$ cat src/hw/rtl/smtde_pkg.sv
// ----------------------------------------------------------------------------
// smtde_pkg
// Shared widths, codes, types and helper functions of the two-axis sliding
// mode controller with time-delay estimation.
// ----------------------------------------------------------------------------
package smtde_pkg;

  localparam int AXES  = 2;
  localparam int DW    = 16;            // Q8.8 inputs and gain entries
  localparam int CW    = 32;            // Q16.16 control
  localparam int FRAC  = 8;
  localparam int AW    = 36;            // surface / correction accumulator
  localparam int LOW   = 18;            // low split of the correction word
  localparam int MBW   = LOW + 1;       // multiplier b operand
  localparam int PW    = DW + MBW;      // product width
  localparam int DAW   = 54;            // gain product accumulator
  localparam int SW    = DAW - FRAC + 1;
  localparam int CFG_IW = 2;
  localparam int CFG_DW = 64;
  localparam int GW     = 32;

  localparam logic signed [DAW-1:0] ROUND_HALF = DAW'(1) <<< (FRAC - 1);

  typedef enum logic [CFG_IW-1:0] {
    REG_LAMBDA = 2'd0,
    REG_K      = 2'd1,
    REG_GINV   = 2'd2
  } reg_idx_t;

  typedef enum logic [3:0] {
    ST_S0A, ST_S0B, ST_S1A, ST_S1B, ST_S1SIGN,
    ST_V0A, ST_V0B, ST_G0LO, ST_G0HI, ST_G0ADD,
    ST_V1A, ST_V1B, ST_G1LO, ST_G1HI, ST_G1ADD,
    ST_DONE
  } step_t;

  localparam logic signed [1:0] SG_POS  = 2'sb01;
  localparam logic signed [1:0] SG_NEG  = 2'sb11;
  localparam logic signed [1:0] SG_ZERO = 2'sb00;

  typedef struct packed {
    logic  en;
    step_t step;
  } ctrl_t;

  typedef struct packed {
    logic signed [DW-1:0] prev_accel_0;
    logic signed [DW-1:0] prev_accel_1;
    logic signed [DW-1:0] desired_accel_0;
    logic signed [DW-1:0] desired_accel_1;
    logic signed [DW-1:0] pos_err_0;
    logic signed [DW-1:0] pos_err_1;
    logic signed [DW-1:0] vel_err_0;
    logic signed [DW-1:0] vel_err_1;
  } in_word_t;

  typedef struct packed {
    logic signed [CW-1:0] control_0;
    logic signed [CW-1:0] control_1;
    logic                 reach_ok;
  } result_t;

  function automatic logic signed [DW-1:0] entry(input logic [CFG_DW-1:0] w,
                                                 input int unsigned idx);
    return w[idx*DW +: DW];
  endfunction

  function automatic logic signed [1:0] sgn(input logic signed [AW-1:0] v);
    if (v == '0) return SG_ZERO;
    if (v[AW-1]) return SG_NEG;
    return SG_POS;
  endfunction

  function automatic logic signed [DW:0] kterm(input logic signed [DW-1:0] k,
                                               input logic signed [1:0] s);
    logic signed [DW:0] kx;
    kx = (DW+1)'(k);
    if (s == SG_POS) return kx;
    if (s == SG_NEG) return -kx;
    return '0;
  endfunction

  function automatic logic signed [1:0] sprod(input logic signed [1:0] a,
                                              input logic signed [1:0] b);
    if (a == SG_ZERO || b == SG_ZERO) return SG_ZERO;
    if (a == b) return SG_POS;
    return SG_NEG;
  endfunction

endpackage

$ cat src/hw/rtl/smtde_if.sv
// ----------------------------------------------------------------------------
// smtde_in_if / smtde_out_if
// Valid/ready channels that carry one input word and one result word.
// ----------------------------------------------------------------------------
interface smtde_in_if;
  logic valid;
  logic ready;
  logic signed [smtde_pkg::DW-1:0] prev_accel_0;
  logic signed [smtde_pkg::DW-1:0] prev_accel_1;
  logic signed [smtde_pkg::DW-1:0] desired_accel_0;
  logic signed [smtde_pkg::DW-1:0] desired_accel_1;
  logic signed [smtde_pkg::DW-1:0] pos_err_0;
  logic signed [smtde_pkg::DW-1:0] pos_err_1;
  logic signed [smtde_pkg::DW-1:0] vel_err_0;
  logic signed [smtde_pkg::DW-1:0] vel_err_1;

  modport source (output valid, prev_accel_0, prev_accel_1, desired_accel_0,
                  desired_accel_1, pos_err_0, pos_err_1, vel_err_0, vel_err_1,
                  input ready);
  modport sink (input valid, prev_accel_0, prev_accel_1, desired_accel_0,
                desired_accel_1, pos_err_0, pos_err_1, vel_err_0, vel_err_1,
                output ready);
endinterface

interface smtde_out_if;
  logic valid;
  logic ready;
  logic signed [smtde_pkg::CW-1:0] control_0;
  logic signed [smtde_pkg::CW-1:0] control_1;
  logic                            reach_ok;

  modport source (output valid, control_0, control_1, reach_ok, input ready);
  modport sink (input valid, control_0, control_1, reach_ok, output ready);
endinterface

$ cat src/hw/rtl/smtde_mul.sv
// ----------------------------------------------------------------------------
// smtde_mul
// Shared signed multiplier with a registered product.
// ----------------------------------------------------------------------------
module smtde_mul (
  input  logic                              clk,
  input  logic                              en,
  input  logic signed [smtde_pkg::DW-1:0]   a,
  input  logic signed [smtde_pkg::MBW-1:0]  b,
  output logic signed [smtde_pkg::PW-1:0]   prod
);

  always_ff @(posedge clk) begin
    if (en) begin
      prod <= smtde_pkg::PW'(a) * smtde_pkg::PW'(b);
    end
  end

endmodule

$ cat src/hw/rtl/smtde_dp.sv
// ----------------------------------------------------------------------------
// smtde_dp
// Datapath: operand selection for the shared multiplier, surface and
// correction accumulators, rounding, saturation and the control state.
// ----------------------------------------------------------------------------
module smtde_dp (
  input  logic                              clk,
  input  logic                              rst,
  input  smtde_pkg::ctrl_t                  ctrl,
  input  smtde_pkg::in_word_t               word,
  input  logic [smtde_pkg::CFG_DW-1:0]      lambda_matrix,
  input  logic [smtde_pkg::CFG_DW-1:0]      k_matrix,
  input  logic [smtde_pkg::GW-1:0]          ginv_diag,
  output smtde_pkg::result_t                result
);

  localparam int AW  = smtde_pkg::AW;
  localparam int DAW = smtde_pkg::DAW;
  localparam int SW  = smtde_pkg::SW;
  localparam int CW  = smtde_pkg::CW;
  localparam int DW  = smtde_pkg::DW;
  localparam int MBW = smtde_pkg::MBW;
  localparam int LOW = smtde_pkg::LOW;
  localparam int AX  = smtde_pkg::AXES;

  logic signed [DW-1:0]  pe  [AX];
  logic signed [DW-1:0]  ve  [AX];
  logic signed [DW-1:0]  des [AX];
  logic signed [DW-1:0]  prv [AX];
  logic signed [1:0]     sg  [AX];
  logic signed [CW-1:0]  ctl [AX];

  logic signed [AW-1:0]         acc;
  logic signed [AW-1:0]         acc_sum;
  logic signed [DAW-1:0]        dacc;
  logic signed [DW-1:0]         mul_a;
  logic signed [MBW-1:0]        mul_b;
  logic signed [smtde_pkg::PW-1:0] prod;
  logic signed [MBW-1:0]        v_lo;
  logic signed [MBW-1:0]        v_hi;
  logic [smtde_pkg::CFG_DW-1:0] ginv_w;
  logic                         ax_v;
  logic                         ax_s;
  logic signed [DW+1:0]         base_d;
  logic signed [AW-1:0]         base_v;
  logic signed [SW-1:0]         sum_s;
  logic signed [CW-1:0]         sat_v;
  logic signed [DW+2:0]         rsum;

  assign pe[0]  = word.pos_err_0;
  assign pe[1]  = word.pos_err_1;
  assign ve[0]  = word.vel_err_0;
  assign ve[1]  = word.vel_err_1;
  assign des[0] = word.desired_accel_0;
  assign des[1] = word.desired_accel_1;
  assign prv[0] = word.prev_accel_0;
  assign prv[1] = word.prev_accel_1;

  assign ginv_w  = {{(smtde_pkg::CFG_DW - smtde_pkg::GW){1'b0}}, ginv_diag};
  assign acc_sum = acc + AW'(prod);
  assign v_lo    = $signed({1'b0, acc[LOW-1:0]});
  assign v_hi    = MBW'($signed(acc[AW-1:LOW]));

  always_comb begin
    unique case (ctrl.step)
      smtde_pkg::ST_S0A: begin
        mul_a = smtde_pkg::entry(lambda_matrix, 0);
        mul_b = MBW'(pe[0]);
      end
      smtde_pkg::ST_S0B: begin
        mul_a = smtde_pkg::entry(lambda_matrix, 1);
        mul_b = MBW'(pe[1]);
      end
      smtde_pkg::ST_S1A: begin
        mul_a = smtde_pkg::entry(lambda_matrix, 2);
        mul_b = MBW'(pe[0]);
      end
      smtde_pkg::ST_S1B: begin
        mul_a = smtde_pkg::entry(lambda_matrix, 3);
        mul_b = MBW'(pe[1]);
      end
      smtde_pkg::ST_S1SIGN: begin
        mul_a = smtde_pkg::entry(lambda_matrix, 0);
        mul_b = MBW'(ve[0]);
      end
      smtde_pkg::ST_V0A: begin
        mul_a = smtde_pkg::entry(lambda_matrix, 1);
        mul_b = MBW'(ve[1]);
      end
      smtde_pkg::ST_G0LO: begin
        mul_a = smtde_pkg::entry(ginv_w, 0);
        mul_b = v_lo;
      end
      smtde_pkg::ST_G0HI: begin
        mul_a = smtde_pkg::entry(ginv_w, 0);
        mul_b = v_hi;
      end
      smtde_pkg::ST_G0ADD: begin
        mul_a = smtde_pkg::entry(lambda_matrix, 2);
        mul_b = MBW'(ve[0]);
      end
      smtde_pkg::ST_V1A: begin
        mul_a = smtde_pkg::entry(lambda_matrix, 3);
        mul_b = MBW'(ve[1]);
      end
      smtde_pkg::ST_G1LO: begin
        mul_a = smtde_pkg::entry(ginv_w, 1);
        mul_b = v_lo;
      end
      smtde_pkg::ST_G1HI: begin
        mul_a = smtde_pkg::entry(ginv_w, 1);
        mul_b = v_hi;
      end
      default: begin
        mul_a = '0;
        mul_b = '0;
      end
    endcase
  end

  smtde_mul u_mul (
    .clk  (clk),
    .en   (ctrl.en),
    .a    (mul_a),
    .b    (mul_b),
    .prod (prod)
  );

  // base of the correction: (desired - prev - K*sign(S)) in Q20.16
  assign ax_v = (ctrl.step == smtde_pkg::ST_V1A);
  assign ax_s = !ax_v;

  always_comb begin
    base_d = (DW+2)'(des[ax_v]) - (DW+2)'(prv[ax_v])
           - (DW+2)'(smtde_pkg::kterm(smtde_pkg::entry(k_matrix, int'(ax_v) * AX), sg[0]))
           - (DW+2)'(smtde_pkg::kterm(smtde_pkg::entry(k_matrix, int'(ax_v) * AX + 1),
                                      sg[1]));
    base_v = AW'(base_d) <<< smtde_pkg::FRAC;
  end

  // round to Q16.16, add, saturate
  always_comb begin
    sum_s = SW'(ctl[ax_s]) + SW'(dacc >>> smtde_pkg::FRAC);
    if (sum_s[SW-1:CW-1] == '0 || sum_s[SW-1:CW-1] == '1) begin
      sat_v = sum_s[CW-1:0];
    end else if (sum_s[SW-1]) begin
      sat_v = {1'b1, {(CW-1){1'b0}}};
    end else begin
      sat_v = {1'b0, {(CW-1){1'b1}}};
    end
  end

  always_comb begin
    rsum = '0;
    for (int i = 0; i < AX; i++) begin
      for (int j = 0; j < AX; j++) begin
        rsum = rsum + (DW+3)'(smtde_pkg::kterm(smtde_pkg::entry(k_matrix, i * AX + j),
                                               smtde_pkg::sprod(sg[i], sg[j])));
      end
    end
  end

  assign result.control_0 = ctl[0];
  assign result.control_1 = sat_v;
  assign result.reach_ok  = !rsum[DW+2] && (rsum != '0);

  always_ff @(posedge clk) begin
    if (rst) begin
      for (int i = 0; i < AX; i++) begin
        ctl[i] <= '0;
      end
    end else if (ctrl.en) begin
      unique case (ctrl.step)
        smtde_pkg::ST_S0A:    acc <= AW'(ve[0]) <<< smtde_pkg::FRAC;
        smtde_pkg::ST_S0B:    acc <= acc_sum;
        smtde_pkg::ST_S1A: begin
          sg[0] <= smtde_pkg::sgn(acc_sum);
          acc   <= AW'(ve[1]) <<< smtde_pkg::FRAC;
        end
        smtde_pkg::ST_S1B:    acc <= acc_sum;
        smtde_pkg::ST_S1SIGN: sg[1] <= smtde_pkg::sgn(acc_sum);
        smtde_pkg::ST_V0A:    acc <= base_v - AW'(prod);
        smtde_pkg::ST_V0B:    acc <= acc - AW'(prod);
        smtde_pkg::ST_G0HI:   dacc <= DAW'(prod) + smtde_pkg::ROUND_HALF;
        smtde_pkg::ST_G0ADD:  dacc <= dacc + (DAW'(prod) <<< LOW);
        smtde_pkg::ST_V1A: begin
          ctl[0] <= sat_v;
          acc    <= base_v - AW'(prod);
        end
        smtde_pkg::ST_V1B:    acc <= acc - AW'(prod);
        smtde_pkg::ST_G1HI:   dacc <= DAW'(prod) + smtde_pkg::ROUND_HALF;
        smtde_pkg::ST_G1ADD:  dacc <= dacc + (DAW'(prod) <<< LOW);
        smtde_pkg::ST_DONE:   ctl[1] <= sat_v;
        default: ;
      endcase
    end
  end

endmodule

$ cat src/hw/rtl/sliding_mode_tde_control_step.sv
// ----------------------------------------------------------------------------
// sliding_mode_tde_control_step
// Two-axis sliding mode controller with time-delay estimation: surface sign,
// switching term, inverse-gain correction and a saturating Q16.16 control.
//
//   port        dir   handshake      word
//   in_ch       sink  valid/ready    accel, desired accel, pos/vel errors
//   out_ch      src   valid/ready    control_0, control_1, reach_ok
//   cfg_*       in    cfg_we only    lambda, K, inverse gain registers
//
// After acceptance a word runs through every step of the sequencer
// driving the single shared 16x19 multiplier; in_ch.ready is low meanwhile,
// so no new word is taken until the one before it has finished.
// A finished result sits in the output register, so the next word is taken
// while it waits; the sequencer holds on its last step only if that register
// is still full. Reset clears the registers and the control to zero.
// ----------------------------------------------------------------------------
module sliding_mode_tde_control_step (
  input  logic                              clk,
  input  logic                              rst,
  input  logic                              cfg_we,
  input  logic [smtde_pkg::CFG_IW-1:0]      cfg_index,
  input  logic [smtde_pkg::CFG_DW-1:0]      cfg_data,
  smtde_in_if.sink                          in_ch,
  smtde_out_if.source                       out_ch
);

  logic [smtde_pkg::CFG_DW-1:0] lambda_matrix;
  logic [smtde_pkg::CFG_DW-1:0] k_matrix;
  logic [smtde_pkg::GW-1:0]     ginv_diag;
  logic                         busy;
  smtde_pkg::step_t             step;
  smtde_pkg::in_word_t          word;
  smtde_pkg::ctrl_t             ctrl;
  smtde_pkg::result_t           result;
  logic                         out_free;
  logic                         accept;

  assign in_ch.ready = !busy;
  assign accept      = in_ch.valid && !busy;
  assign out_free    = !out_ch.valid || out_ch.ready;
  assign ctrl.step   = step;
  assign ctrl.en     = busy && (step != smtde_pkg::ST_DONE || out_free);

  always_ff @(posedge clk) begin
    if (rst) begin
      lambda_matrix <= '0;
      k_matrix      <= '0;
      ginv_diag     <= '0;
    end else if (cfg_we) begin
      unique case (cfg_index)
        smtde_pkg::REG_LAMBDA: lambda_matrix <= cfg_data;
        smtde_pkg::REG_K:      k_matrix      <= cfg_data;
        smtde_pkg::REG_GINV:   ginv_diag     <= cfg_data[smtde_pkg::GW-1:0];
        default: ;
      endcase
    end
  end

  always_ff @(posedge clk) begin
    if (rst) begin
      busy         <= 1'b0;
      step         <= smtde_pkg::ST_S0A;
      out_ch.valid <= 1'b0;
    end else begin
      if (accept) begin
        busy                 <= 1'b1;
        step                 <= smtde_pkg::ST_S0A;
        word.prev_accel_0    <= in_ch.prev_accel_0;
        word.prev_accel_1    <= in_ch.prev_accel_1;
        word.desired_accel_0 <= in_ch.desired_accel_0;
        word.desired_accel_1 <= in_ch.desired_accel_1;
        word.pos_err_0       <= in_ch.pos_err_0;
        word.pos_err_1       <= in_ch.pos_err_1;
        word.vel_err_0       <= in_ch.vel_err_0;
        word.vel_err_1       <= in_ch.vel_err_1;
      end else if (ctrl.en) begin
        if (step == smtde_pkg::ST_DONE) begin
          busy <= 1'b0;
        end else begin
          step <= smtde_pkg::step_t'(step + 1'b1);
        end
      end
      if (ctrl.en && step == smtde_pkg::ST_DONE) begin
        out_ch.valid     <= 1'b1;
        out_ch.control_0 <= result.control_0;
        out_ch.control_1 <= result.control_1;
        out_ch.reach_ok  <= result.reach_ok;
      end else if (out_ch.valid && out_ch.ready) begin
        out_ch.valid <= 1'b0;
      end
    end
  end

  smtde_dp u_dp (
    .clk           (clk),
    .rst           (rst),
    .ctrl          (ctrl),
    .word          (word),
    .lambda_matrix (lambda_matrix),
    .k_matrix      (k_matrix),
    .ginv_diag     (ginv_diag),
    .result        (result)
  );

endmodule

$ cat src/flat_wrapper.sv
// flat-port wrapper written by rule: the top's interface ports become plain ports
module sliding_mode_tde_control_step_flat 
  (clk, rst, cfg_we, cfg_index, cfg_data, in_ch_valid, in_ch_prev_accel_0, in_ch_prev_accel_1, in_ch_desired_accel_0, in_ch_desired_accel_1, in_ch_pos_err_0, in_ch_pos_err_1, in_ch_vel_err_0, in_ch_vel_err_1, in_ch_ready, out_ch_valid, out_ch_control_0, out_ch_control_1, out_ch_reach_ok, out_ch_ready);
  smtde_in_if in_ch_i ();
  smtde_out_if out_ch_i ();
  input  logic clk;
  input  logic rst;
  input  logic cfg_we;
  input  logic [smtde_pkg::CFG_IW-1:0] cfg_index;
  input  logic [smtde_pkg::CFG_DW-1:0] cfg_data;
  input wire logic [$bits(in_ch_i.valid)-1:0] in_ch_valid;
  input wire logic [$bits(in_ch_i.prev_accel_0)-1:0] in_ch_prev_accel_0;
  input wire logic [$bits(in_ch_i.prev_accel_1)-1:0] in_ch_prev_accel_1;
  input wire logic [$bits(in_ch_i.desired_accel_0)-1:0] in_ch_desired_accel_0;
  input wire logic [$bits(in_ch_i.desired_accel_1)-1:0] in_ch_desired_accel_1;
  input wire logic [$bits(in_ch_i.pos_err_0)-1:0] in_ch_pos_err_0;
  input wire logic [$bits(in_ch_i.pos_err_1)-1:0] in_ch_pos_err_1;
  input wire logic [$bits(in_ch_i.vel_err_0)-1:0] in_ch_vel_err_0;
  input wire logic [$bits(in_ch_i.vel_err_1)-1:0] in_ch_vel_err_1;
  output wire logic [$bits(in_ch_i.ready)-1:0] in_ch_ready;
  output wire logic [$bits(out_ch_i.valid)-1:0] out_ch_valid;
  output wire logic [$bits(out_ch_i.control_0)-1:0] out_ch_control_0;
  output wire logic [$bits(out_ch_i.control_1)-1:0] out_ch_control_1;
  output wire logic [$bits(out_ch_i.reach_ok)-1:0] out_ch_reach_ok;
  input wire logic [$bits(out_ch_i.ready)-1:0] out_ch_ready;
  assign in_ch_i.valid = in_ch_valid;
  assign in_ch_i.prev_accel_0 = in_ch_prev_accel_0;
  assign in_ch_i.prev_accel_1 = in_ch_prev_accel_1;
  assign in_ch_i.desired_accel_0 = in_ch_desired_accel_0;
  assign in_ch_i.desired_accel_1 = in_ch_desired_accel_1;
  assign in_ch_i.pos_err_0 = in_ch_pos_err_0;
  assign in_ch_i.pos_err_1 = in_ch_pos_err_1;
  assign in_ch_i.vel_err_0 = in_ch_vel_err_0;
  assign in_ch_i.vel_err_1 = in_ch_vel_err_1;
  assign in_ch_ready = in_ch_i.ready;
  assign out_ch_valid = out_ch_i.valid;
  assign out_ch_control_0 = out_ch_i.control_0;
  assign out_ch_control_1 = out_ch_i.control_1;
  assign out_ch_reach_ok = out_ch_i.reach_ok;
  assign out_ch_i.ready = out_ch_ready;
  sliding_mode_tde_control_step u_core (.clk(clk), .rst(rst), .cfg_we(cfg_we), .cfg_index(cfg_index), .cfg_data(cfg_data), .in_ch(in_ch_i), .out_ch(out_ch_i));
endmodule
$ cat config.mk
export PLATFORM = sky130hd
export DESIGN_NAME = sliding_mode_tde_control_step_flat
export DESIGN_NICKNAME = d
export VERILOG_FILES = /design/src/hw/rtl/smtde_pkg.sv /design/src/hw/rtl/smtde_if.sv /design/src/hw/rtl/smtde_mul.sv /design/src/hw/rtl/smtde_dp.sv /design/src/hw/rtl/sliding_mode_tde_control_step.sv /design/src/flat_wrapper.sv
export SDC_FILE = /design/constraint.sdc
export NUM_CORES = 2
export LEC_CHECK = 0
export BUFFER_PORTS_ARGS = -buffer_cell sky130_fd_sc_hd__buf_2
export CAP_MARGIN = 10
export CORE_MARGIN = 1
export CORE_UTILIZATION = 40
export DETAILED_ROUTE_END_ITERATION = 8
export GPL_ROUTABILITY_DRIVEN = 0
export PLACE_DENSITY = 0.57
export SLEW_MARGIN = 20
export SYNTH_ARGS = -nofsm -noshare
export SYNTH_HDL_FRONTEND = slang
export SYNTH_SLANG_ARGS = --single-unit
$ cat constraint.sdc
create_clock -name clk -period 12.77 [get_ports clk]
set_clock_uncertainty 0.15 [all_clocks]
set_input_delay 2.554 -clock clk [delete_from_list [all_inputs] [get_ports clk]]
set_output_delay 2.554 -clock clk [all_outputs]
set_load 0.005 [all_outputs]
Word-level counts from Yosys, hierarchy flattened

Memory sizes are Yosys's and may differ from the RTL's. A register that Yosys moved wholly into a read port is not among the register bits.
Index checks and enable logic that the tools add are counted.

Memories kept: 2
Output and inout bits: 67
Bits in writable memories: 68
Word-level logic and storage cells: 265
Input port bits: 199
Register bits: 452

Memory list:

| memory          | words | width | rd ports | clocked after Yosys merged registers in | wr ports | RTL line       | source |
|---|---|---|---|---|---|---|---|
| u_core.u_dp.ctl | 2     | 32    | 2        | 1                                       | 2        | smtde_dp.sv:31 | `logic signed [CW-1:0] ctl [AX];` |
| u_core.u_dp.sg  | 2     | 2     | 2        | 0                                       | 1        | smtde_dp.sv:30 | `logic signed [1:0] sg [AX];` |

Bitwise operators: 5
Shifts and indexed selects: 2
$mul: 1
Add/subtract/negate cells: 20
Mux-type cells: 132
Equal/unequal tests: 33
Magnitude comparators: 1
Reductions and logical operators: 50

Operator list:

| operator                                      | count |
|---|---|
| 2-to-1 mux 17 bit                             | 24 |
| case mux 36 bit (5 select lines)              | 1 |
| 2-to-1 mux 32 bit                             | 4 |
| case mux 19 bit (6 select lines)              | 1 |
| case mux 54 bit (2 select lines)              | 1 |
| negator 16 -> 17 bit                          | 6 |
| 2-to-1 mux 16 bit                             | 6 |
| case mux 16 bit (6 select lines)              | 1 |
| 2-to-1 mux 1 bit                              | 68 |
| variable part select 64 x 7 -> 16 bit         | 1 |
| variable part select 64 x 8 -> 16 bit         | 1 |
| adder 54 x 53 -> 54 bit                       | 1 |
| 2-to-1 mux 2 bit                              | 26 |
| adder 32 x 46 -> 47 bit                       | 1 |
| adder 35 x 9 -> 36 bit, second input constant | 1 |
| adder 36 x 35 -> 36 bit                       | 1 |
| zero test 36 bit                              | 1 |
| subtractor 26 x 35 -> 36 bit                  | 1 |
| subtractor 36 x 35 -> 36 bit                  | 1 |
| multiplier 16 x 19 -> 35 bit                  | 1 |
| == test 4 bit, second input constant          | 8 |
| OR reduction 2 bit                            | 16 |
| adder 18 x 17 -> 19 bit                       | 1 |
| adder 19 x 17 -> 19 bit                       | 1 |
| other kinds (29)                              | 70 |

Depth between registers and ports, before layout

An unclocked memory read counts as a cell.

Depth after elaboration: 17
Gate-level depth with buffers: 39
Gate-level depth less buffers: 35

Modules after synthesis

Synthesis repeated with hierarchy kept, for this count alone.

Cell total of the unflattened synthesis: 5164
Area total of the unflattened synthesis: 47797.1 sq um

By module, submodules not included:

| module                        | instances | sequential area each (sq um) | area an instance (sq um) | cells an instance |
|---|---|---|---|---|
| smtde_dp                      | 1         | 4504.3                       | 23480.0                  | 2914 |
| smtde_mul                     | 1         | 1051.0                       | 12575.8                  | 1325 |
| sliding_mode_tde_control_step | 1         | 9118.7                       | 11741.3                  | 925 |

Worst setup path before layout

OpenSTA, ideal clock, no wires.

Path kind: input to register
Start point: input port rst
End point: register u_core.word[0] (netlist name)
Slack: 0.153 ns
Library setup time: 0.772 ns
Arrival time: 11.695 ns
Stages on the path: 3
Buffers on the path: 2
Data required time: 11.848 ns
Path through: clkbuf_1 -> clkbuf_1 -> nor3_1

Longest elaborated chain between the ends: 2

Ends and longest elaborated chain:

| item                          | RTL line          | source |
|---|---|---|
| start: declaration            | flat_wrapper.sv:7 | `input logic rst;` |
| inverter 1 bit (no line)      | -                 |  |
| AND reduction 2 bit (no line) | -                 |  |

Every way passes these cells.
A chain may end at the register's enable or synchronous reset.

Final worst setup path

Start point: register u_core.step[3]
End point: register u_core.u_dp.acc[35] (data pin)

Longest elaborated chain between the ends: 10
Elaborated cells on any way between the ends: 36
Those cells by class: add/sub: 7; eq/ne: 7; shift: 2; mux: 15; bitwise: 1; reduce/logical: 4

Ends and longest elaborated chain:

| item                                                                     | RTL line                            | source |
|---|---|---|
| start: declaration                                                       | sliding_mode_tde_control_step.sv:32 | `smtde_pkg::step_t step;` |
| start signal: assignment                                                 | sliding_mode_tde_control_step.sv:63 | `step <= smtde_pkg::ST_S0A;` |
| start signal: assignment                                                 | sliding_mode_tde_control_step.sv:68 | `step <= smtde_pkg::ST_S0A;` |
| start signal: assignment                                                 | sliding_mode_tde_control_step.sv:81 | `step <= smtde_pkg::step_t'(step + 1'b1);` |
| == test 4 bit                                                            | smtde_dp.sv:130, smtde_dp.sv:173    |  |
| variable part select 64 x 7 -> 16 bit, or another cell as far along      | smtde_pkg.sv:65                     | `return w[idx*DW +: DW];` |
| negator 16 -> 17 bit, or another cell as far along                       | smtde_pkg.sv:79                     | `if (s == SG_NEG) return -kx;` |
| 2-to-1 mux 17 bit, or another cell as far along                          | smtde_pkg.sv:79                     |  |
| 2-to-1 mux 17 bit, or another cell as far along                          | smtde_pkg.sv:80                     | `return '0;` |
| 2-to-1 mux 17 bit, or another cell as far along                          | smtde_pkg.sv:79                     |  |
| subtractor 17 x 17 -> 18 bit / 2-to-1 mux 17 bit (equally long branches) | smtde_dp.sv:135, smtde_pkg.sv:79    |  |
| subtractor 18 x 17 -> 18 bit                                             | smtde_dp.sv:136                     | `- (DW+2)'(smtde_pkg::kterm(smtde_pkg::entry(k_matrix, int'(ax_v) * AX + 1),` |
| subtractor 26 x 35 -> 36 bit                                             | smtde_dp.sv:182, smtde_dp.sv:188    |  |
| case mux 36 bit (5 select lines) *                                       | smtde_dp.sv:173                     | `unique case (ctrl.step)` |
| end signal: assignment                                                   | smtde_dp.sv:174                     | `smtde_pkg::ST_S0A: acc <= AW'(ve[0]) <<< smtde_pkg::FRAC;` |
| end signal: assignment                                                   | smtde_dp.sv:182                     | `smtde_pkg::ST_V0A: acc <= base_v - AW'(prod);` |
| end signal: assignment                                                   | smtde_dp.sv:188                     | `acc <= base_v - AW'(prod);` |
| end: declaration                                                         | smtde_dp.sv:33                      | `logic signed [AW-1:0] acc;` |

Mark *: on every way between the ends. The rest lies on a longest branch, timed or not. The select of a mux whose other input is x is not followed.

==> flow_metrics.py <==
metrics = {
    "synth": {
        "synthTopCellsByArea": "edfxtp_1, fa_1, ha_1",
        "synth_seq_cells": 544,
        "syn_area_um2": 46200,
        "syn_nets": 5919,
        "yosys_most_used_dff": "edfxtp_1",
        "synthArstFlopShare": 0,
        "synth_common_cells": "nand2_1, inv_1, a21oi_1, edfxtp_1, fa_1",
        "netlist.area_leader.share": 0.246,
        "yosysMostFrequentCell": "nand2_1",
        "ys_types": 98,
        "syn_avg_cell_area_um2": 9.14,
        "synth_edf_count": 378,
        "yosysWarnings": 0,
        "seq_area_frac_synth": 0.317,
        "netlist_instances": 5059,
        "synth_area_leader_cell": "edfxtp_1",
    },
    "global_route": {
        "grt_util_all_layers": 0.261,
        "grt_pass1_vias": 37160,
        "grt_first_pass_wirelength_mm": 230,
        "grt_max_degree": 99,
        "grt_overflow": 0,
        "antenna_found_initial": 2,
    },
    "detailed_routing": {
        "ant_nets": 0,
        "drc_errors": 50,
        "post_drt_wl_per_cell_um": 22.6,
        "totalWireLength_mm": 154,
        "firstDrtPassIters": 9,
        "vias": 38648,
        "viasPerCell": 5.69,
        "drt_iter0_markers": 3935,
    },
    "setup_path": {
        "critPathBufInv": 3,
        "worst-setup-path-type": "flip-flop to flip-flop",
        "end_kind": "flip-flop",
        "cp.arrival_ns": 10.24,
        "critPathTopFamily": "compound AO/OA/AOI/OAI gates",
        "required_ns": 13.07,
        "critPathLaunch": "u_core.step[3]",
        "r2r-start": "u_core.step[3]",
        "cpPeakStageDelay_ns": 0.90,
        "cpMaxStageDelayCell": "and3b_4",
        "start_kind": "flip-flop",
        "worstPathMaxFanout": 54,
    },
    "power": {
        "pwr-share-seq": 0.309,
        "netSwitchingFraction": 0.398,
        "power.internal_mw": 4.15,
        "ir_worst_vdd_mv": 0.159,
        "powerDensity_nw_per_um2": 135,
        "p_leak_nw": 20.7,
        "combPwrFrac": 0.438,
        "p_clk_frac": 0.253,
        "switchingPower_mw": 2.75,
    },
    "die": {
        "placementRows": 124,
        "core_um2": 115000,
        "io_pins": 266,
        "fp.dieArea_um2": 117000,
        "die_h_um": 342,
        "start_util": 0.404,
        "die_w_um": 342,
    },
    "cells_and_area": {
        "nNetsFinal": 6096,
        "multi_input_area_um2": 29100,
        "regArea_um2": 14700,
        "fillers": 11327,
        "utilization": 0.447,
        "drive_gt1_frac": 0.0956,
        "syn_to_final_growth_pct": 10.8,
        "fin_cells": 6798,
    },
    "sta": {
        "fmaxAchievable_ghz": 0.101,
        "finalHoldViolCount": 0,
        "finalWorstPathRequiredPeriod_ns": 9.94,
        "worst_pin_slew_ns": 1.16,
        "rsz0062_at_grt": "no",
        "setup-tns-final_ns": 0,
        "setup_viol": 0,
        "final_max_slew_viol_count": 0,
        "fin_crit_sh": 0.778,
        "relSlewSlack": 0.222,
    },
    "clock_tree": {
        "cts.sinks": 544,
        "post_cts_buffers": 0,
        "clkTransAtPathRegs_ns": 0.07,
        "clock_latency_ns": 0.70,
        "holdBufCountCts": 0,
        "numCtsBuffers": 60,
        "cts_buffer_depth": 3,
        "cts_resized": 0,
        "cts_root_buffer": "clkbuf_16",
        "cts_tree": "built",
        "htree_levels": 2,
    },
    "run_status": {
        "violations": "DRC",
        "status": "complete, but fails checks",
    },
    "placement": {
        "port_buffers": 265,
        "dp.cells": 6686,
        "hpwl_mm": 119,
    },
    "min_path": {
        "worstHoldStart": "u_core.u_dp.ctl[0][16]",
        "hold_class": "flip-flop to flip-flop",
    },
    "job": {
        "timing.max_cap.violations": 0,
    },
}
cell type report:
| cell class | count | share of cell area |
|---|---|---|
| flip-flops and latches | 544 | 0.287 |
| inverters | 485 | 0.0356 |
| diodes | 1 | 0.0000489 |
| repair buffers | 324 | 0.0346 |
| clock inverters | 28 | 0.00533 |
| multi-input cells | 3821 | 0.568 |
| clock buffers | 83 | 0.0332 |
| well taps | 1512 | 0.0369 |
metrics by stage:
step                hold WS (ns)  power [mW]  worst slack [ns]  area [µm²]
floorplan                  0.276        4.25             0.153       46200
global placement           0.282        5.08              3.05       49200
detailed placement         0.286        5.10              2.93       49200
CTS                        0.300        6.86              2.96       51200
global route               0.309        7.30              2.30       51200
finish                     0.298        6.90              2.83       51200
power by group through the flow:
stage | Clock (mW) | Combinational, mW | Sequential, mW
2_1_floorplan | 0 | 2.17 | 2.07
3_3_place_gp | 0 | 2.92 | 2.16
3_5_place_dp | 0 | 2.94 | 2.16
4_1_cts | 1.77 | 2.97 | 2.12
5_1_grt | 1.84 | 3.33 | 2.13
6_report | 1.75 | 3.02 | 2.13
layout by cell type, fill, tap and decap left out, drive strengths merged, types with 22 or more instances in the layout:
master  instances
nand2         905
inv           490
a21oi         408
edfxtp        378
fa            377
buf           324
nor2          297
ha            284
o21ai         233
dfxtp         166
xnor2         164
xor2          100
clkbuf         83
a211oi         82
nor3           80
a21o           72
nand3          66
mux2i          60
nor2b          60
o21a           46
nand2b         41
and3           41
and2           37
nand4          34
a222oi         32
a22oi          28
or3            26
nor4           25
a31oi          25
o21bai         25
a211o          25
o211ai         24
or2            24
o31ai          22
routing by layer:
metal	track usage	vias to the layer above	share of wire
met3	0.0512	252	0.097
met2	0.402	1681	0.44
met4	0.0885	0	0.035
met5	0	-	0
li1	-	17835	-
met1	0.365	18880	0.43
registers in the layout (all words and copies together) (netlist names), 32 cells and up:
signal                   count
u_core.u_dp.ctl             64
u_core.out_ch.control_1     32
u_core.u_dp.u_mul.prod      35
u_core.ginv_diag            32
u_core.out_ch.control_0     32
u_core.lambda_matrix        64
u_core.word                128
u_core.u_dp.dacc            46
u_core.k_matrix             64
u_core.u_dp.acc             36
kinds of logic (layout without fill, tap and decap cells):
group,Yosys count,count (layout),share of synthesized area
AOI/OAI and AO/OA,1159,1159,0.161
xor gates and xnor gates,265,265,0.0505
adders and majority gates,661,661,0.240
buffers and inverters,694,920,0.0577
DFF,544,544,0.317
muxes,61,61,0.0132
other,0,1,0
and+or+nand+nor,1675,1675,0.160
worst register-to-register path: cells and delay by family (launching register included):
kind / cells / cell delay, ns
buf+inv: 3 / 0.68
xor+xnor: 1 / 0.20
mux: 1 / 0.31
fa+ha+maj: 4 / 1.67
flops: 1 / 0.85
simple gates: 3 / 1.54
compound gates: 16 / 4.33
worst paths after layout:
kind | endpoint | slack, ns | cells past startpoint
setup / recovery | u_core.u_dp.acc[35] | 2.83 | 28
hold / removal | u_core.out_ch.control_0[16] | 0.30 | 0
setup reg to reg | u_core.u_dp.acc[35] | 2.83 | 28
hold reg to reg | u_core.out_ch.control_0[16] | 0.30 | 0
Note: power is estimated with default switching activity, not from simulation.
